<file path="config.mk">
export PLATFORM = sky130hd
export DESIGN_NAME = impedance_kalman_velocity_command_flat
export DESIGN_NICKNAME = d
export VERILOG_FILES = /design/src/ikvc_pkg.sv /design/src/ikvc_if.sv /design/src/ikvc_step_unit.sv /design/src/impedance_kalman_velocity_command.sv /design/src/flat_wrapper.sv
export SDC_FILE = /design/constraint.sdc
export NUM_CORES = 2
export LEC_CHECK = 0
export ABC_AREA = 1
export BUFFER_PORTS_ARGS = -buffer_cell sky130_fd_sc_hd__buf_2
export CAP_MARGIN = 20
export CORE_ASPECT_RATIO = 0.8
export CORE_MARGIN = 4
export CORE_UTILIZATION = 50
export DETAILED_ROUTE_END_ITERATION = 8
export PLACE_DENSITY_LB_ADDON = 0.05
export SLEW_MARGIN = 20
export SYNTH_ARGS = -nofsm -noshare
export SYNTH_HDL_FRONTEND = slang
export SYNTH_SLANG_ARGS = --single-unit
export TNS_END_PERCENT = 20
</file>
<file path="constraint.sdc">
create_clock -name i_clk -period 9.12 [get_ports i_clk]
set_input_delay 0.456 -clock i_clk [delete_from_list [all_inputs] [get_ports i_clk]]
set_output_delay 0.456 -clock i_clk [all_outputs]
set_load 0.1 [all_outputs]
</file>
<file path="src/ikvc_pkg.sv">
// types and constants of the impedance velocity command block
// no dependencies; used by the interfaces, the step unit and the top level
package ikvc_pkg;

    localparam int CFG_IDX_W  = 3;
    localparam int CFG_DATA_W = 31;
    localparam int STEP_W     = 60;
    localparam int CNT_W      = 5;

    // register indexes of the configuration port
    localparam logic [CFG_IDX_W-1:0] CFG_DESIRED_FORCE  = 3'd0;
    localparam logic [CFG_IDX_W-1:0] CFG_FORCE_GAIN     = 3'd1;
    localparam logic [CFG_IDX_W-1:0] CFG_PROCESS_NOISE  = 3'd2;
    localparam logic [CFG_IDX_W-1:0] CFG_MEASURE_NOISE  = 3'd3;
    localparam logic [CFG_IDX_W-1:0] CFG_VELOCITY_LIMIT = 3'd4;

    // register reset values
    localparam logic [15:0] DESIRED_FORCE_RST  = 16'd0;
    localparam logic [23:0] FORCE_GAIN_RST     = 24'd1310707;
    localparam logic [23:0] PROCESS_NOISE_RST  = 24'd6554;
    localparam logic [23:0] MEASURE_NOISE_RST  = 24'd65536;
    localparam logic [30:0] VELOCITY_LIMIT_RST = 31'd10000;

    // 1.0 in the covariance and gain formats
    localparam logic [23:0] P_ONE = 24'd65536;
    localparam logic [16:0] K_ONE = 17'd65536;

    // operation codes
    localparam logic OP_UPDATE = 1'b0;
    localparam logic OP_CLEAR  = 1'b1;

    // first counter values of the divide and the shift-add multiply; both count down to 0
    localparam logic [CNT_W-1:0] DIV_LAST = 5'd15;
    localparam logic [CNT_W-1:0] MAC_LAST = 5'd16;

    typedef enum logic [2:0] {
        S_IDLE,
        S_PREP,
        S_DIV0,
        S_DIV,
        S_MAC,
        S_UPD,
        S_DONE
    } t_state;

    typedef struct packed {
        logic sub;
        logic add_en;
    } t_step_ctl;

endpackage

</file>
<file path="src/ikvc_if.sv">
// valid/ready channels of the impedance velocity command block
// depends on ikvc_pkg for the configuration widths
interface ikvc_in_if;
    logic               valid;
    logic               ready;
    logic               operation;
    logic signed [15:0] torque_sample;

    modport source (output valid, operation, torque_sample, input ready);
    modport sink   (input valid, operation, torque_sample, output ready);
endinterface

interface ikvc_out_if;
    logic               valid;
    logic               ready;
    logic signed [31:0] velocity_cmd;
    logic               saturated;

    modport source (output valid, velocity_cmd, saturated, input ready);
    modport sink   (input valid, velocity_cmd, saturated, output ready);
endinterface

interface ikvc_cfg_if;
    logic                              valid;
    logic                              ready;
    logic [ikvc_pkg::CFG_IDX_W-1:0]    index;
    logic [ikvc_pkg::CFG_DATA_W-1:0]   data;

    modport source (output valid, index, data, input ready);
    modport sink   (input valid, index, data, output ready);
endinterface

</file>
<file path="src/ikvc_step_unit.sv">
// shared add/subtract unit stepped by the sequencer
// used for both the restoring divide and the shift-add multiply; depends on ikvc_pkg
module ikvc_step_unit (
    input  ikvc_pkg::t_step_ctl              i_ctl,
    input  logic [ikvc_pkg::STEP_W-1:0]      i_a,
    input  logic [ikvc_pkg::STEP_W-1:0]      i_b,
    output logic [ikvc_pkg::STEP_W-1:0]      o_sum
);

    logic [ikvc_pkg::STEP_W-1:0] w_b;

    assign w_b = i_ctl.add_en ? i_b : '0;

    always_comb begin
        if (i_ctl.sub) begin
            o_sum = i_a - w_b;
        end else begin
            o_sum = i_a + w_b;
        end
    end

endmodule

</file>
<file path="src/impedance_kalman_velocity_command.sv">
// update item: prep, divide, multiply, update, load; no divide when the gain is 0 or 1.0
// clear item: straight to the output load; input ready again right after the load
// one item at a time: 16-step divide, 17-step multiply on one adder
// a finished result waits in the output register while the next item is taken
// sync reset: registers to defaults, covariance 1.0, estimate 0, output empty
// depends on ikvc_pkg, ikvc_if and ikvc_step_unit
module impedance_kalman_velocity_command (
    input  logic        i_clk,
    input  logic        i_rst_n,
    ikvc_cfg_if.sink    i_cfg,
    ikvc_in_if.sink     i_in,
    ikvc_out_if.source  o_out
);

    // configuration
    logic signed [15:0] r_df;
    logic [23:0]        r_gain;
    logic [23:0]        r_q;
    logic [23:0]        r_r;
    logic [30:0]        r_vlim;

    // filter state and work registers
    ikvc_pkg::t_state   r_state, n_state;
    logic [23:0]        r_p;
    logic signed [47:0] r_x;
    logic signed [16:0] r_err;
    logic signed [40:0] r_z;
    logic [23:0]        r_pp;
    logic [24:0]        r_den;
    logic [24:0]        r_rem;
    logic [16:0]        r_k;
    logic [41:0]        r_mag;
    logic               r_neg;
    logic [58:0]        r_acc;
    logic [ikvc_pkg::CNT_W-1:0] r_cnt;

    // output register
    logic               r_ovalid;
    logic signed [31:0] r_ovel;
    logic               r_osat;

    logic                          w_ready;
    logic                          w_load_out;
    ikvc_pkg::t_step_ctl           w_ctl;
    logic [ikvc_pkg::STEP_W-1:0]   w_a, w_b, w_sum;
    logic                          w_accept;

    logic signed [41:0] w_zprod;
    logic [24:0]        w_pp_sum;
    logic [23:0]        w_pp_sat;
    logic signed [48:0] w_diff;
    logic [48:0]        w_diff_abs;
    logic [42:0]        w_corr;
    logic [40:0]        w_pprod;
    logic signed [47:0] w_lim;
    logic [47:0]        w_xabs;
    logic [31:0]        w_vmag;
    logic signed [31:0] w_vel;
    logic               w_sat;

    assign i_cfg.ready = 1'b1;
    assign i_in.ready  = w_ready;
    assign w_accept    = i_in.valid && w_ready;

    always_ff @(posedge i_clk) begin
        if (!i_rst_n) begin
            r_df   <= ikvc_pkg::DESIRED_FORCE_RST;
            r_gain <= ikvc_pkg::FORCE_GAIN_RST;
            r_q    <= ikvc_pkg::PROCESS_NOISE_RST;
            r_r    <= ikvc_pkg::MEASURE_NOISE_RST;
            r_vlim <= ikvc_pkg::VELOCITY_LIMIT_RST;
        end else if (i_cfg.valid) begin
            case (i_cfg.index)
                ikvc_pkg::CFG_DESIRED_FORCE:  r_df   <= i_cfg.data[15:0];
                ikvc_pkg::CFG_FORCE_GAIN:     r_gain <= i_cfg.data[23:0];
                ikvc_pkg::CFG_PROCESS_NOISE:  r_q    <= i_cfg.data[23:0];
                ikvc_pkg::CFG_MEASURE_NOISE:  r_r    <= i_cfg.data[23:0];
                ikvc_pkg::CFG_VELOCITY_LIMIT: r_vlim <= i_cfg.data[30:0];
                default: ;
            endcase
        end
    end

    // next state
    always_comb begin
        n_state = r_state;
        case (r_state)
            ikvc_pkg::S_IDLE: begin
                if (i_in.valid) begin
                    n_state = (i_in.operation == ikvc_pkg::OP_CLEAR) ?
                              ikvc_pkg::S_DONE : ikvc_pkg::S_PREP;
                end
            end
            ikvc_pkg::S_PREP: n_state = ikvc_pkg::S_DIV0;
            ikvc_pkg::S_DIV0: begin
                if (r_den != '0 && {1'b0, r_pp} < r_den) begin
                    n_state = ikvc_pkg::S_DIV;
                end else begin
                    n_state = ikvc_pkg::S_MAC;
                end
            end
            ikvc_pkg::S_DIV: begin
                if (r_cnt == '0) begin
                    n_state = ikvc_pkg::S_MAC;
                end
            end
            ikvc_pkg::S_MAC: begin
                if (r_cnt == '0) begin
                    n_state = ikvc_pkg::S_UPD;
                end
            end
            ikvc_pkg::S_UPD: n_state = ikvc_pkg::S_DONE;
            ikvc_pkg::S_DONE: begin
                if (!r_ovalid || o_out.ready) begin
                    n_state = ikvc_pkg::S_IDLE;
                end
            end
            default: n_state = ikvc_pkg::S_IDLE;
        endcase
    end

    // sequencer outputs
    always_comb begin
        w_ready    = 1'b0;
        w_load_out = 1'b0;
        w_ctl      = '0;
        w_a        = '0;
        w_b        = '0;
        case (r_state)
            ikvc_pkg::S_IDLE: w_ready = 1'b1;
            ikvc_pkg::S_DIV: begin
                w_ctl.sub    = 1'b1;
                w_ctl.add_en = 1'b1;
                w_a = {{(ikvc_pkg::STEP_W-26){1'b0}}, r_rem, 1'b0};
                w_b = {{(ikvc_pkg::STEP_W-25){1'b0}}, r_den};
            end
            ikvc_pkg::S_MAC: begin
                w_ctl.add_en = r_k[r_cnt];
                w_a = {r_acc, 1'b0};
                w_b = {{(ikvc_pkg::STEP_W-42){1'b0}}, r_mag};
            end
            ikvc_pkg::S_DONE: w_load_out = !r_ovalid || o_out.ready;
            default: ;
        endcase
    end

    ikvc_step_unit u_step (
        .i_ctl (w_ctl),
        .i_a   (w_a),
        .i_b   (w_b),
        .o_sum (w_sum)
    );

    // datapath arithmetic around the shared unit
    assign w_zprod    = r_err * $signed({1'b0, r_gain});
    assign w_pp_sum   = {1'b0, r_p} + {1'b0, r_q};
    assign w_pp_sat   = w_pp_sum[24] ? 24'hFF_FFFF : w_pp_sum[23:0];
    assign w_diff     = {{8{r_z[40]}}, r_z} - {r_x[47], r_x};
    assign w_diff_abs = w_diff[48] ? 49'(-w_diff) : w_diff;
    assign w_corr     = r_acc[58:16];
    assign w_pprod    = (ikvc_pkg::K_ONE - r_k) * r_pp;

    always_ff @(posedge i_clk) begin
        if (!i_rst_n) begin
            r_state <= ikvc_pkg::S_IDLE;
            r_p     <= ikvc_pkg::P_ONE;
            r_x     <= '0;
            r_cnt   <= '0;
        end else begin
            r_state <= n_state;
            case (r_state)
                ikvc_pkg::S_IDLE: begin
                    if (w_accept) begin
                        if (i_in.operation == ikvc_pkg::OP_CLEAR) begin
                            r_p <= ikvc_pkg::P_ONE;
                            r_x <= '0;
                        end
                    end
                end
                ikvc_pkg::S_DIV0: begin
                    // trivial gains skip the divide
                    r_cnt <= (r_den != '0 && {1'b0, r_pp} < r_den) ?
                             ikvc_pkg::DIV_LAST : ikvc_pkg::MAC_LAST;
                end
                ikvc_pkg::S_DIV: begin
                    r_cnt <= (r_cnt == '0) ? ikvc_pkg::MAC_LAST : r_cnt - 1'b1;
                end
                ikvc_pkg::S_MAC: r_cnt <= r_cnt - 1'b1;
                ikvc_pkg::S_UPD: begin
                    // correction is truncated toward zero via sign and magnitude
                    if (r_neg) begin
                        r_x <= r_x - $signed({5'b0, w_corr});
                    end else begin
                        r_x <= r_x + $signed({5'b0, w_corr});
                    end
                    r_p <= w_pprod[39:16];
                end
                default: ;
            endcase
        end
    end

    // payload registers
    always_ff @(posedge i_clk) begin
        case (r_state)
            ikvc_pkg::S_IDLE: begin
                r_err <= $signed({r_df[15], r_df}) -
                         $signed({i_in.torque_sample[15], i_in.torque_sample});
            end
            ikvc_pkg::S_PREP: begin
                r_z   <= w_zprod[40:0];
                r_pp  <= w_pp_sat;
                r_den <= {1'b0, w_pp_sat} + {1'b0, r_r};
            end
            ikvc_pkg::S_DIV0: begin
                r_neg <= w_diff[48];
                r_mag <= w_diff_abs[41:0];
                r_acc <= '0;
                r_rem <= {1'b0, r_pp};
                if (r_den == '0) begin
                    r_k <= '0;
                end else if ({1'b0, r_pp} >= r_den) begin
                    r_k <= ikvc_pkg::K_ONE;
                end else begin
                    r_k <= '0;
                end
            end
            ikvc_pkg::S_DIV: begin
                // restoring step: keep the difference when it did not go negative
                if (!w_sum[ikvc_pkg::STEP_W-1]) begin
                    r_rem <= w_sum[24:0];
                    r_k   <= {r_k[15:0], 1'b1};
                end else begin
                    r_rem <= {r_rem[23:0], 1'b0};
                    r_k   <= {r_k[15:0], 1'b0};
                end
            end
            ikvc_pkg::S_MAC: r_acc <= w_sum[58:0];
            default: ;
        endcase
    end

    // clamp and truncate the estimate
    assign w_lim  = $signed({1'b0, r_vlim, 16'h0000});
    assign w_xabs = r_x[47] ? 48'(-r_x) : r_x;
    assign w_vmag = w_xabs[47:16];

    always_comb begin
        w_sat = 1'b0;
        if (r_x > w_lim) begin
            w_sat = 1'b1;
            w_vel = $signed({1'b0, r_vlim});
        end else if (r_x < -w_lim) begin
            w_sat = 1'b1;
            w_vel = -$signed({1'b0, r_vlim});
        end else begin
            w_vel = r_x[47] ? -$signed(w_vmag) : $signed(w_vmag);
        end
    end

    always_ff @(posedge i_clk) begin
        if (!i_rst_n) begin
            r_ovalid <= 1'b0;
        end else if (w_load_out) begin
            r_ovalid <= 1'b1;
        end else if (o_out.ready) begin
            r_ovalid <= 1'b0;
        end
    end

    always_ff @(posedge i_clk) begin
        if (w_load_out) begin
            r_ovel <= w_vel;
            r_osat <= w_sat;
        end
    end

    assign o_out.valid        = r_ovalid;
    assign o_out.velocity_cmd = r_ovel;
    assign o_out.saturated    = r_osat;

endmodule

</file>
<file path="src/flat_wrapper.sv">
// flat-port wrapper written by rule: the top's interface ports become plain ports
module impedance_kalman_velocity_command_flat 
  (i_clk, i_rst_n, i_cfg_valid, i_cfg_index, i_cfg_data, i_cfg_ready, i_in_valid, i_in_operation, i_in_torque_sample, i_in_ready, o_out_valid, o_out_velocity_cmd, o_out_saturated, o_out_ready);
  ikvc_cfg_if i_cfg_i ();
  ikvc_in_if i_in_i ();
  ikvc_out_if o_out_i ();
  input  logic i_clk;
  input  logic i_rst_n;
  input wire logic [$bits(i_cfg_i.valid)-1:0] i_cfg_valid;
  input wire logic [$bits(i_cfg_i.index)-1:0] i_cfg_index;
  input wire logic [$bits(i_cfg_i.data)-1:0] i_cfg_data;
  output wire logic [$bits(i_cfg_i.ready)-1:0] i_cfg_ready;
  input wire logic [$bits(i_in_i.valid)-1:0] i_in_valid;
  input wire logic [$bits(i_in_i.operation)-1:0] i_in_operation;
  input wire logic [$bits(i_in_i.torque_sample)-1:0] i_in_torque_sample;
  output wire logic [$bits(i_in_i.ready)-1:0] i_in_ready;
  output wire logic [$bits(o_out_i.valid)-1:0] o_out_valid;
  output wire logic [$bits(o_out_i.velocity_cmd)-1:0] o_out_velocity_cmd;
  output wire logic [$bits(o_out_i.saturated)-1:0] o_out_saturated;
  input wire logic [$bits(o_out_i.ready)-1:0] o_out_ready;
  assign i_cfg_i.valid = i_cfg_valid;
  assign i_cfg_i.index = i_cfg_index;
  assign i_cfg_i.data = i_cfg_data;
  assign i_cfg_ready = i_cfg_i.ready;
  assign i_in_i.valid = i_in_valid;
  assign i_in_i.operation = i_in_operation;
  assign i_in_i.torque_sample = i_in_torque_sample;
  assign i_in_ready = i_in_i.ready;
  assign o_out_valid = o_out_i.valid;
  assign o_out_velocity_cmd = o_out_i.velocity_cmd;
  assign o_out_saturated = o_out_i.saturated;
  assign o_out_i.ready = o_out_ready;
  impedance_kalman_velocity_command u_core (.i_clk(i_clk), .i_rst_n(i_rst_n), .i_cfg(i_cfg_i), .i_in(i_in_i), .o_out(o_out_i));
endmodule
</file>
### Yosys cells after proc, flatten, opt, wreduce, memory -nomap -nowiden

Index checks and enable logic that the tools add are counted.

* $lt $le $gt $ge: 5
* reduce and logical (&&, ||, !) cells: 21
* equal/unequal tests: 16
* multipliers: 2
* $add $sub $neg: 15
* mux-type cells: 43

Operators by type and width (number)
* two-way mux 48 bit: 4
* one-hot mux 60 bit (2 select lines): 1
* one-hot mux 59 bit (2 select lines): 1
* one-hot mux 48 bit (2 select lines): 1
* two-way mux 42 bit: 2
* one-hot mux 42 bit (2 select lines): 1
* two-way mux 24 bit: 3
* two-way mux 32 bit: 2
* adder 60 bit: 1
* two-way mux 60 bit: 1
* subtractor 60 bit: 1
* adder 24 x 24 -> 25 bit: 2
* one-hot mux 25 bit (2 select lines): 1
* subtractor 41 x 48 -> 49 bit: 1
* adder 48 x 44 -> 48 bit: 1
* greater-than comparator 48 bit: 1
* < comparator 48 bit: 1
* negation 47 -> 48 bit: 1
* negation 48 bit: 1
* one-hot mux 24 bit (2 select lines): 1
* subtractor 48 x 44 -> 48 bit: 1
* negation 42 bit: 1
* multiplier 17 x 25 -> 41 bit: 1
* multiplier 41 x 24 -> 40 bit: 1
* other kinds (36): 70

* word-level logic and storage cells: 124
* output and inout port bits: 36
* bits in registers: 484
* input bits: 56

### Longest topological paths before layout

* depth in word-level cells: 8
* gate-level depth with buffers: 43
* gate-level depth less buffers: 38

### Hierarchy

From an unflattened synthesis, not the netlist that was laid out.

* cell total of the unflattened synthesis: 10264
* area, all modules: 71352.2 um^2

Modules (own cells, without submodules)
* impedance_kalman_velocity_command: cells an instance 8679, times used 1, seq. area each 12532.0 um^2, area each 63435.8 um^2
* ikvc_step_unit: cells an instance 1585, times used 1, seq. area each 0.0 um^2, area each 7916.3 um^2

### Worst setup path after synthesis

No wires, ideal clock.

* path kind: register -> register
* start: reg u_core.r_k[0]
* end: reg u_core.r_p[23]
* path buffers: 4
* clock period less this slack: 8.386 ns
* data arrival time: 8.253 ns
* required time: 8.988 ns
* cell stages (with the launch flop): 37
* setup time: 0.132 ns
* setup slack: 0.734 ns
* cell sequence: edfxtp_1 buf_2 nor3_1 nand4_1 nor2_1 nand2_1 nor2_1 inv_1 nor2_1 nand4_1 nand2_1 clkbuf_1 nor2_1 fa_1 inv_1 fa_1 inv_1 fa_1 clkbuf_1 clkbuf_1 inv_1 fa_1 fa_1 fa_1 fa_1 inv_1 ha_1 inv_1 nor3_1 nand2_1 nor2_1 a2111oi_0 nand3_1 a31oi_1 nand3_1 nand3_1 a21oi_1

* longest elaborated chain between the ends: 3

RTL lines
* from (decl): line impedance_kalman_velocity_command.sv:31 `logic [16:0] r_k;`
* from (signal assigned): line impedance_kalman_velocity_command.sv:223 `r_k <= ikvc_pkg::K_ONE;`
* from (signal assigned): line impedance_kalman_velocity_command.sv:232 `r_k <= {r_k[15:0], 1'b1};`
* from (signal assigned): line impedance_kalman_velocity_command.sv:235 `r_k <= {r_k[15:0], 1'b0};`
* subtractor 17 x 17 -> 18 bit: line impedance_kalman_velocity_command.sv:161 `assign w_pprod = (ikvc_pkg::K_ONE - r_k) * r_pp;`
* multiplier 41 x 24 -> 40 bit: line impedance_kalman_velocity_command.sv:161
* one-hot mux 24 bit (2 select lines): line impedance_kalman_velocity_command.sv:171 `case (r_state)`
* to (signal assigned): line impedance_kalman_velocity_command.sv:166 `r_p <= ikvc_pkg::P_ONE;`
* to (signal assigned): line impedance_kalman_velocity_command.sv:175 `r_p <= ikvc_pkg::P_ONE;`
* to (signal assigned): line impedance_kalman_velocity_command.sv:196 `r_p <= w_pprod[39:16];`
* to (decl): line impedance_kalman_velocity_command.sv:24 `logic [23:0] r_p;`

No other way between the ends.
A chain may end at the register's enable or synchronous reset.

### Worst setup path in the final report

* start: reg u_core.r_k[0]
* end: reg u_core.r_p[8]

The elaborated chain is that of the path after synthesis.

==> out/metrics.yaml <==
yosys.cell_types.count: 62
cts_sinks: 484
gp_congestion: 1.006
syn_area_mm2: 0.06809
slew_headroom_pct: 19.71
portBuffers: 90
synth_fp_nets: 10570
clkLatencyLatePin_ns: 0.68
cp.arrival_ns: 9.25
setup_violations: 0
syn_inst: 9185
drc: 0
cts_tree: "yes"
worstSetupPathType: "flip-flop to flip-flop"
cts_htree_levels: 2
crit_path_end_kind: "flip-flop"
final_cell_mix: "nand2_1 (1905), inv_1 (1859), nor2_1 (993), fa_1 (784), a21oi_1 (553)"
grt_pass1_vias: 59220
hp-class: "primary input to flip-flop"
dieHeight_um: 338.1
cp_slowest_cell: "fa_1"
grt_use_total_pct: 33.10
status: "finished, final reports clean"
syn2layout_area_growth_pct: 6.860
die_w_um: 420.6
clk_path_buf_depth: 3
drive_above_1_share_pct: 4.614
yosysWarnings: 0
layout.cells.non_filler: 11010
grt_max_degree: 89
routed_via_density: 5.535
drtAntennaViolNets: 0
clkTransAtPathRegs_ns: 0.06
syn_avg_cell_area_um2: 7.413
start_util_pct: 50.61
critPathMaxFanout: 9
synth-async-reset-ratio_pct: 0
drv_cap: 0
busiest_layer: "met1"
ys_ff_latch: 484
grt_util_met2_pct: 46.51
drv_slew: 0
min_period_ns: 8.739
synth-edff-count: 284
core_mm2: 0.1345
yosysSeqAreaShare_pct: 18.40
cts_root_buf: "clkbuf_16"
synth_ff_type: "edfxtp_1"
nets: 10570
finClkSkew_ns: 0.02765
antenna_found_initial: 8
num_rows: 120
period_share_pct: 95.82
grt_pass1_wl_um: 358600
cp_slowest_stage_delay_ns: 0.58
numCtsBuffers: 57
start_kind: "flip-flop"
final_common_cell: "nand2_1"
wl_um: 234100
critPathBufInv: 7
post_cts_buffers: 0
dp_cells: 10890
fillers: 13160
worst_slew_pin_slew_ns: 1.204
die-area_mm2: 0.1422
io-pin-count: 92
clock.fmax_mhz: 114.4
vias: 60910
required_ns: 9.64
place_hpwl_um: 190300
drt-initial-drc-count: 6327
setup_tns_ns: 0
grtUsageMet3_pct: 8.541
final_hold_viol_count: 0
path_common_cell: "fa_1"
wl_per_cell_um: 21.28
grt_remaining_overflow: 0
crit_family: "adder cells"
gr-usage-met1_pct: 50.63
drt_first_pass_iters: 6
==> metal layers <==
layer / vias up / routed length (um)
met4: 10 / 5928
li1: 28700 / -
met2: 2644 / 92360
met1: 29250 / 109200
met3: 302 / 26360
met5: - / 305
==> Yosys cell counts (25+ instances only) <==
cell | count | area share, %
nand2_1 | 1908 | 11
inv_1 | 1859 | 10
nor2_1 | 999 | 5.5
fa_1 | 784 | 23
a21oi_1 | 553 | 4.1
ha_1 | 543 | 10
o21ai_0 | 433 | 3.2
nand3_1 | 339 | 2.5
edfxtp_1 | 284 | 13
xor2_1 | 258 | 3.3
clkbuf_1 | 240 | 1.3
dfxtp_1 | 200 | 5.9
xnor2_1 | 87 | 1.1
nor3_1 | 79 | 0.58
nand4_1 | 70 | 0.64
a31oi_1 | 69 | 0.63
a21boi_0 | 58 | 0.64
or2_2 | 46 | 0.42
nor4_1 | 37 | 0.34
o21a_1 | 37 | 0.41
o211ai_1 | 25 | 0.28
==> worst paths after layout <==
check                               startpoint  slack (ns)                end  cells after the start
worst max-delay path             u_core.r_k[0]        0.38      u_core.r_p[8]                     31
worst min-delay path            i_cfg_data[27]        0.07  u_core.r_vlim[27]                      3
worst max register to register   u_core.r_k[0]        0.38      u_core.r_p[8]                     31
worst min register to register   u_core.r_p[7]        0.48      u_core.r_p[7]                      2
==> worst register-to-register path: cells and delay by family (launching register included) <==
kind,cells,cell delay [ns]
flip-flops,1,0.44
AND/OR/NAND/NOR,7,1.22
buffers and inverters,7,1.04
AO/OA/AOI/OAI,8,1.73
adder cells (fa/ha/maj),9,4.14
==> stage by stage <==
step	area (um2)	setup slack (ns)	hold WS [ns]	utilization, %
after CTS	72630	0.2787	0.02577	53.99
after global placement	70610	0.3734	0.4499	52.49
after floorplan	68090	0.7344	0.4329	-
after detailed placement	70640	0.3421	0.4641	52.51
after global routing	72750	-0.009624	0.05049	54.08
final	72760	0.3815	0.06684	54.09
==> logic make-up (layout without fill, tap and decap cells) <==
| family | after synthesis | in the layout | share of synthesized area (%) |
|---|---|---|---|
| DFF | 484 | 484 | 18.40 |
| xor gates and xnor gates | 345 | 345 | 4.438 |
| and+or+nand+nor | 3539 | 3539 | 21.21 |
| adders and majority gates | 1327 | 1327 | 33.03 |
| AOI/OAI and AO/OA | 1324 | 1324 | 10.87 |
| buffers and inverters | 2165 | 2213 | 12.05 |
| other | 1 | 4 | 0.005507 |
==> flip-flops by register name, summed over array words and instances, names as in the netlist <==
signal	cells
u_core.r_mag	42
u_core.r_p	24
u_core.r_gain	24
u_core.r_vlim	31
u_core.r_den	25
u_core.o_out.valid	1
u_core.r_x	48
u_core.r_acc	59
u_core.r_k	17
u_core.o_out.velocity_cmd	32
u_core.r_err	17
u_core.r_r	24
u_core.r_pp	24
u_core.r_cnt	5
u_core.r_state	3
u_core.r_q	24
u_core.r_z	41
u_core.r_rem	25
u_core.r_df	16
u_core.o_out.saturated	1
u_core.r_neg	1
==> timing repair <==
item                       CTS  global route
hold buffers                 0             0
resized for setup            0             7
setup endpoints to repair    0             7
hold endpoints to repair     0             0
==> area by class of cell <==
type	instances	area [um2]	area share, %
Clock inverter	33	345.3	0.4746
Clock buffer	73	1642	2.256
Multi-Input combinational cell	6536	47440	65.20
Tap cell	1769	2213	3.042
Antenna cell	3	7.507	0.01032
Inverter	1887	7083	9.735
Sequential cell	484	12530	17.23
Timing Repair Buffer	220	1496	2.057
Power is left out: the tool's default activity adds up to more than one toggle a clock period on the data nets, which glitch-free logic cannot reach.
